File: src/rtl/fvs_pkg.sv
// Shared types, constants and coefficient function for the formant vowel synthesizer.
// No dependencies; every other file of the block imports this package.
package fvs_pkg;

  // Parameter defaults.
  localparam int unsigned BAND_COUNT_DEF  = 3;
  localparam int unsigned SINE_DEPTH_DEF  = 256;
  localparam int unsigned EXP_DEPTH_DEF   = 256;
  localparam int unsigned COEF_WIDTH_DEF  = 24;

  // Shared multiplier operand and product widths.
  localparam int unsigned MUL_W  = 33;
  localparam int unsigned PROD_W = 2 * MUL_W;

  // Linear congruential generator.
  localparam logic [31:0] LCG_MUL = 32'd1103515245;
  localparam logic [31:0] LCG_ADD = 32'd12345;
  localparam logic [31:0] PITCH_SEED_RST = 32'd12345;
  localparam logic [31:0] NOISE_SEED_RST = 32'd99;

  // Configuration register reset values.
  localparam logic [31:0] BASE_INC_RST    = 32'd11581800;
  localparam logic [15:0] VIB_DEPTH_RST   = 16'd22938;
  localparam logic [31:0] VIB_INC_RST     = 32'd535653;
  localparam logic [15:0] DRIFT_STEP_RST  = 16'd26;
  localparam logic [14:0] DRIFT_LIMIT_RST = 15'd13107;
  localparam logic [15:0] NOISE_LEVEL_RST = 16'd3277;
  localparam logic [15:0] OUT_GAIN_RST    = 16'd4096;
  localparam logic [19:0] RUN_LENGTH_RST  = 20'd88200;

  // Band-pass coefficients in Q2.30; bands beyond the third are silent.
  localparam logic signed [63:0] B0_Q30 [8] = '{64'sd6157536, 64'sd9148033, 64'sd19945077,
    64'sd0, 64'sd0, 64'sd0, 64'sd0, 64'sd0};
  localparam logic signed [63:0] A1_Q30 [8] = '{-64'sd2123630602, -64'sd2103564064,
    -64'sd1981515374, 64'sd0, 64'sd0, 64'sd0, 64'sd0, 64'sd0};
  localparam logic signed [63:0] A2_Q30 [8] = '{64'sd1061426712, 64'sd1055445757,
    64'sd1033851672, 64'sd0, 64'sd0, 64'sd0, 64'sd0, 64'sd0};
  localparam logic signed [63:0] GAIN_Q30 [8] = '{64'sd1073741824, 64'sd751619277,
    64'sd375809638, 64'sd0, 64'sd0, 64'sd0, 64'sd0, 64'sd0};

  // Configuration register indexes.
  typedef enum logic [2:0] {
    CFG_BASE_INC    = 3'd0,
    CFG_VIB_DEPTH   = 3'd1,
    CFG_VIB_INC     = 3'd2,
    CFG_DRIFT_STEP  = 3'd3,
    CFG_DRIFT_LIMIT = 3'd4,
    CFG_NOISE_LEVEL = 3'd5,
    CFG_OUT_GAIN    = 3'd6,
    CFG_RUN_LENGTH  = 3'd7
  } cfg_reg_e;

  typedef enum logic [1:0] {
    COEF_B0, COEF_A1, COEF_A2, COEF_GAIN
  } coef_kind_e;

  // Operand selection of the shared multiplier.
  typedef enum logic [4:0] {
    M_NONE, M_PLCG, M_NLCG, M_DRIFT, M_Z2, M_T1, M_T2, M_S, M_BEND, M_DIV,
    M_E1, M_E2, M_E3, M_STEP, M_FB0, M_FA1, M_FA2, M_FG, M_NOISE, M_OUT
  } mul_op_e;

  // Destination of the registered product.
  typedef enum logic [4:0] {
    W_NONE, W_PSEED, W_NSEED, W_DRIFT, W_Z2, W_SINE, W_BEND, W_DIV, W_ENTRY,
    W_STEP, W_ACC0, W_ACCSUB, W_Y, W_MIX, W_TOTAL, W_RES
  } wb_e;

  typedef enum logic [4:0] {
    ST_IDLE, ST_PLCG, ST_PSEED, ST_DRIFT, ST_Z2, ST_T1, ST_T2, ST_SIN, ST_SINW,
    ST_BEND, ST_BENDW, ST_DIV, ST_DIVW, ST_E1, ST_E2, ST_E3, ST_ENT, ST_STEP,
    ST_STEPW, ST_FB0, ST_FA1, ST_FA2, ST_FY, ST_FG, ST_FMIX, ST_NOISE, ST_TOTAL,
    ST_OUT, ST_RES
  } fvs_state_e;

  typedef struct packed {
    mul_op_e op;
    wb_e     wb;
    logic    start;
    logic    band_clr;
    logic    band_inc;
  } fvs_cmd_t;

  typedef struct packed {
    logic last_band;
  } fvs_status_t;

  // Coefficient of one band rounded half up from Q2.30 to Q2.(cw-2).
  function automatic logic signed [63:0] band_coef(coef_kind_e kind, logic [2:0] band,
                                                   int unsigned cw);
    logic signed [63:0] q;
    int unsigned sh;
    unique case (kind)
      COEF_B0: q = B0_Q30[band];
      COEF_A1: q = A1_Q30[band];
      COEF_A2: q = A2_Q30[band];
      default: q = GAIN_Q30[band];
    endcase
    sh = 32 - cw;
    if (sh == 0) begin
      return q;
    end
    return (q + (64'sd1 <<< (sh - 1))) >>> sh;
  endfunction

endpackage

File: src/rtl/fvs_ctrl.sv
// Sequencer of the formant vowel synthesizer: steps the shared multiplier schedule.
// Depends on fvs_pkg for the state, command and status types.
module fvs_ctrl import fvs_pkg::*; (
  input  logic        clk_i,
  input  logic        rst_ni,
  input  logic        in_valid_i,
  output logic        in_stall_o,
  output logic        out_valid_o,
  input  logic        out_stall_i,
  input  fvs_status_t status_i,
  output fvs_cmd_t    cmd_o
);

  fvs_state_e state_q, state_d;
  logic out_valid_q, out_valid_d;
  logic slot_free;

  assign slot_free   = !out_valid_q || !out_stall_i;
  assign out_valid_o = out_valid_q;
  assign in_stall_o  = (state_q != ST_IDLE);

  // State and output-valid registers.
  always_ff @(posedge clk_i or negedge rst_ni) begin
    if (!rst_ni) begin
      state_q     <= ST_IDLE;
      out_valid_q <= 1'b0;
    end else begin
      state_q     <= state_d;
      out_valid_q <= out_valid_d;
    end
  end

  // Next state and datapath commands.
  always_comb begin
    state_d      = state_q;
    out_valid_d  = out_valid_q && out_stall_i;
    cmd_o.op       = M_NONE;
    cmd_o.wb       = W_NONE;
    cmd_o.start    = 1'b0;
    cmd_o.band_clr = 1'b0;
    cmd_o.band_inc = 1'b0;
    unique case (state_q)
      ST_IDLE: begin
        if (in_valid_i) begin
          cmd_o.start = 1'b1;
          state_d     = ST_PLCG;
        end
      end
      ST_PLCG: begin
        cmd_o.op = M_PLCG;
        state_d  = ST_PSEED;
      end
      ST_PSEED: begin
        cmd_o.wb = W_PSEED;
        cmd_o.op = M_NLCG;
        state_d  = ST_DRIFT;
      end
      ST_DRIFT: begin
        cmd_o.wb = W_NSEED;
        cmd_o.op = M_DRIFT;
        state_d  = ST_Z2;
      end
      ST_Z2: begin
        cmd_o.wb = W_DRIFT;
        cmd_o.op = M_Z2;
        state_d  = ST_T1;
      end
      ST_T1: begin
        cmd_o.wb = W_Z2;
        cmd_o.op = M_T1;
        state_d  = ST_T2;
      end
      ST_T2: begin
        cmd_o.op = M_T2;
        state_d  = ST_SIN;
      end
      ST_SIN: begin
        cmd_o.op = M_S;
        state_d  = ST_SINW;
      end
      ST_SINW: begin
        cmd_o.wb = W_SINE;
        state_d  = ST_BEND;
      end
      ST_BEND: begin
        cmd_o.op = M_BEND;
        state_d  = ST_BENDW;
      end
      ST_BENDW: begin
        cmd_o.wb = W_BEND;
        state_d  = ST_DIV;
      end
      ST_DIV: begin
        cmd_o.op = M_DIV;
        state_d  = ST_DIVW;
      end
      ST_DIVW: begin
        cmd_o.wb = W_DIV;
        state_d  = ST_E1;
      end
      ST_E1: begin
        cmd_o.op = M_E1;
        state_d  = ST_E2;
      end
      ST_E2: begin
        cmd_o.op = M_E2;
        state_d  = ST_E3;
      end
      ST_E3: begin
        cmd_o.op = M_E3;
        state_d  = ST_ENT;
      end
      ST_ENT: begin
        cmd_o.wb = W_ENTRY;
        state_d  = ST_STEP;
      end
      ST_STEP: begin
        cmd_o.op       = M_STEP;
        cmd_o.band_clr = 1'b1;
        state_d        = ST_STEPW;
      end
      ST_STEPW: begin
        cmd_o.wb = W_STEP;
        state_d  = ST_FB0;
      end
      ST_FB0: begin
        cmd_o.op = M_FB0;
        state_d  = ST_FA1;
      end
      ST_FA1: begin
        cmd_o.wb = W_ACC0;
        cmd_o.op = M_FA1;
        state_d  = ST_FA2;
      end
      ST_FA2: begin
        cmd_o.wb = W_ACCSUB;
        cmd_o.op = M_FA2;
        state_d  = ST_FY;
      end
      ST_FY: begin
        cmd_o.wb = W_Y;
        state_d  = ST_FG;
      end
      ST_FG: begin
        cmd_o.op = M_FG;
        state_d  = ST_FMIX;
      end
      ST_FMIX: begin
        cmd_o.wb = W_MIX;
        if (status_i.last_band) begin
          state_d = ST_NOISE;
        end else begin
          cmd_o.band_inc = 1'b1;
          state_d        = ST_FB0;
        end
      end
      ST_NOISE: begin
        cmd_o.op = M_NOISE;
        state_d  = ST_TOTAL;
      end
      ST_TOTAL: begin
        cmd_o.wb = W_TOTAL;
        state_d  = ST_OUT;
      end
      ST_OUT: begin
        cmd_o.op = M_OUT;
        state_d  = ST_RES;
      end
      ST_RES: begin
        // Keep the output product alive until the output register is free.
        cmd_o.op = M_OUT;
        if (slot_free) begin
          cmd_o.wb    = W_RES;
          out_valid_d = 1'b1;
          state_d     = ST_IDLE;
        end
      end
      default: begin
        state_d = ST_IDLE;
      end
    endcase
  end

  a_start: assert property (@(posedge clk_i) disable iff (!rst_ni)
    in_valid_i && !in_stall_o |=> state_q == ST_PLCG)
    else $error("accepted transaction did not start the schedule");

  a_load: assert property (@(posedge clk_i) disable iff (!rst_ni)
    state_q == ST_RES && slot_free |=> out_valid_q && state_q == ST_IDLE)
    else $error("finished result was not presented");

  a_loop: assert property (@(posedge clk_i) disable iff (!rst_ni)
    state_q == ST_FMIX && !status_i.last_band |=> state_q == ST_FB0)
    else $error("band loop ended early");

endmodule

File: config.mk
export PLATFORM = sky130hd
export DESIGN_NAME = fvs_ctrl
export DESIGN_NICKNAME = d
export VERILOG_FILES = /design/src/rtl/fvs_pkg.sv /design/src/rtl/fvs_ctrl.sv
export SDC_FILE = /design/constraint.sdc
export NUM_CORES = 1
export LEC_CHECK = 0
export BUFFER_PORTS_ARGS = -buffer_cell sky130_fd_sc_hd__buf_2
export CAP_MARGIN = 20
export CORE_MARGIN = 3
export CORE_UTILIZATION = 50
export CTS_CLUSTER_SIZE = 12
export DETAILED_ROUTE_END_ITERATION = 6
export GPL_ROUTABILITY_DRIVEN = 0
export HOLD_SLACK_MARGIN = 0.15
export PLACE_DENSITY_LB_ADDON = 0.05
export SLEW_MARGIN = 20
export SYNTH_ARGS = -nofsm -noshare
export SYNTH_HDL_FRONTEND = slang
export SYNTH_SLANG_ARGS = --single-unit
File: constraint.sdc
create_clock -name clk_i -period 1.74 [get_ports clk_i]
set_input_delay 0.348 -clock clk_i [delete_from_list [all_inputs] [get_ports clk_i]]
set_output_delay 0.348 -clock clk_i [all_outputs]
set_load 0.02 [all_outputs]
==> metrics <==
CTS clock-pin slew for the worst setup and hold paths=0.04 ns; Sum Neg Setup Slack=-0.611 ns; Worst Path Buf+Inv=4; Cell Chain, Critical Path=buf_6 > nor2b_4 > buf_4 > buf_4 > a22o_1 > buf_6; clock latency on the worst-skew pair=0.24 ns; Critical Path RT=1.39 ns; Clock Tree Buf Depth=2; CP Depth=6; Synth cell types=44; share of post-route cells with drive strength above 1=0.541; Clock Sinks=6; CTS tree=yes; FF-to-FF setup slack=between 0.2 and 0.3 ns; Critical Path AT=1.50 ns; unrepaired setup endpoints after global routing=true; Clock power frac=0.046; initial antenna violation count=0; # DRC=0; global-route wire length before repair=roughly 4 mm; asr flop ratio synth=1.00; crit share post-route=1.06; # placed instances=~130; PD cells=2400 mW/mm²; Reg-to-Reg End=state_q[3]; Area after DPL=891 µm²; Comb pwr share=0.823; DIE WIDTH=44.9 µm; synthesized area=between 700 and 800 µm²; Die Ht=44.9 µm; EDFF count, synth=0; final hold violation count=0; register area=156 µm²; Initial Utilization=0.554; sw frac=0.491; Setup CP Type=register to output port; total number of vias=945; Fillers=a little under 80; failing checks=negative setup slack; Mapped Cells=97; die area=0.00202 mm²; IO Pins=20; Synthesis Warnings=0; WL/cell=18.0 µm; CTS buffer count=3; fmax=542 MHz; CP top delay family=buffers and inverters; Seq cells post-synth=6; Post-synth top flop=dfrtp_1; final cell count without fillers=148; Power Internal=between 0.001 and 0.0015 W; final worst path period need=1.84 ns; Post-DRT Antenna Nets=0; Clock Tree Root=clkbuf_4; Synth area leaders=dfrtp_1, buf_4, a21oi_1; post-synth top area share=0.198; Static Leak=slightly above 0.5 nW; syn nets=102; # diodes=0; Worst R2R Path Depth=5; min-delay src=in_valid_i; sequential share of the synthesized area=0.198; drt pass-1 iters=4; Hold Crit Depth=3; PortBufs=18; Worst Hold End=state_q[0]; crit start category=register; final worst slack=-0.105 ns; core area=0.00137 mm²; most frequent cells after synthesis=a21oi_1, nand2_1, buf_4, dfrtp_1, nand2b_1; Final Cell Area=roughly 0.0012 mm²; sequential power share=0.131; Avg Cell Area, Syn=7.80 µm²; sw power=0.00137 W; run status=finished, violations left; largest net degree at the start of global routing=11; area leader, netlist=dfrtp_1; Critical R2R Launch=state_q[3]; standard-cell rows=13; HP Class=primary input to register; slowest cell delay on critical path=0.44 ns; Post-layout nets=140; final setup fails=11; DRT iter0 DRCs=37; maximum vdd drop=0.00139 V; fin. max-slew vios=0; nature of the critical path endpoint=output port; vias in the first global route=852; critical path peak fanout=6; via/cell ratio=6.39; H-tree depth=1; total gr overflow=0; dpl hpwl=1.65 mm; Routed Wire Length=2.67 mm; # Max-Cap Violations=0; multi-input logic area=614 µm²; Tot GR Track Use=0.271; clock skew=between 0.0015 and 0.002 ns; slowest CP cell=dfrtp_2; Area growth, synth to finish=53.4%
==> repair_timing <==
item / in CTS / in global routing
resized for setup: 33 / 8
pin swaps: 4 / 2
hold endpoints to repair: 6 / 0
setup endpoints to repair: 11 / 11
buffers inserted: 9 / 3
hold buffers: 1 / 0
==> how the worst max path moves through the flow <==
| stage | startpoint | endpoint |
|---|---|---|
| after floorplan | state_q[0] | cmd_o[0] |
| after global placement | state_q[4] | cmd_o[9] |
| after detailed placement | state_q[4] | cmd_o[9] |
| after CTS | state_q[3] | cmd_o[5] |
| after global routing | state_q[2] | cmd_o[8] |
| final | state_q[3] | cmd_o[10] |
==> cells in the final DEF, fill, tap and decap left out, drive strengths merged, types with 2 or more instances in the layout <==
cell | netlist | final
buf | 10 | 42
o21ai | 8 | 8
nand2 | 7 | 7
a21oi | 7 | 7
dfrtp | 6 | 6
nand2b | 5 | 5
nor2b | 5 | 5
o211ai | 4 | 4
o22ai | 4 | 4
nand3 | 4 | 4
nor2 | 4 | 4
a21o | 3 | 3
clkbuf | 0 | 3
inv | 3 | 3
and3b | 2 | 2
a31oi | 2 | 2
o2bb2ai | 2 | 2
nor3 | 2 | 2
and2 | 2 | 2
a221oi | 2 | 2
==> power groups by stage <==
| stage | clock network, W | registers, W | logic, W |
|---|---|---|---|
| floorplan | 0 | 0.000251 | 0.00129 |
| global placement | 0 | 0.000350 | 0.00159 |
| detailed placement | 0 | 0.000355 | 0.00163 |
| CTS | 0.000127 | 0.000347 | 0.00209 |
| global route | 0.000137 | 0.000372 | 0.00244 |
| finish | 0.000128 | 0.000364 | 0.00229 |
==> tightest hold or removal path, delay by kind of cell <==
kind / cells / cell delay (ns)
AOI/OAI and AO/OA: 1 / 0.08
buffers and inverters: 1 / 0.10
and+or+nand+nor: 1 / 0.07
==> logic make-up after synthesis <==
| logic type | count (synthesis) | share of synthesized area |
|---|---|---|
| AO/OA/AOI/OAI | 39 | 0.352 |
| AND/OR/NAND/NOR | 37 | 0.331 |
| buffers and inverters | 14 | 0.114 |
| flip-flops | 6 | 0.198 |
| other | 1 | 0.00495 |
==> state kept, by name, summed over array words and instances (netlist names) <==
| register | flops |
|---|---|
| state_q | 5 |
| out_valid_o | 1 |
==> final cells by class <==
class | instances | area share
Sequential cell | 6 | 0.135
Tap cell | 15 | 0.0162
Clock buffer | 3 | 0.0194
Inverter | 4 | 0.0129
Timing Repair Buffer | 43 | 0.288
Multi-Input combinational cell | 77 | 0.529
==> through the flow <==
| step | setup slack [ns] | util | power [W] | hold slack (ns) |
|---|---|---|---|---|
| final | -0.105 | 0.850 | 0.00278 | 0.407 |
| after detailed placement | 0.0530 | 0.652 | 0.00198 | 0.175 |
| after CTS | -0.0411 | 0.807 | 0.00257 | 0.410 |
| after global routing | -0.173 | 0.850 | 0.00295 | 0.442 |
| after global placement | 0.129 | 0.652 | 0.00194 | 0.176 |
| after floorplan | 0.141 | - | 0.00154 | 0.0524 |
==> layer usage <==
layer  track usage  wire, µm
met3        0.0637       218
met2         0.484      1360
met5             0         0
met4        0.0877        63
met1         0.318      1030
No activity file was read; power rests on OpenSTA's default activity.
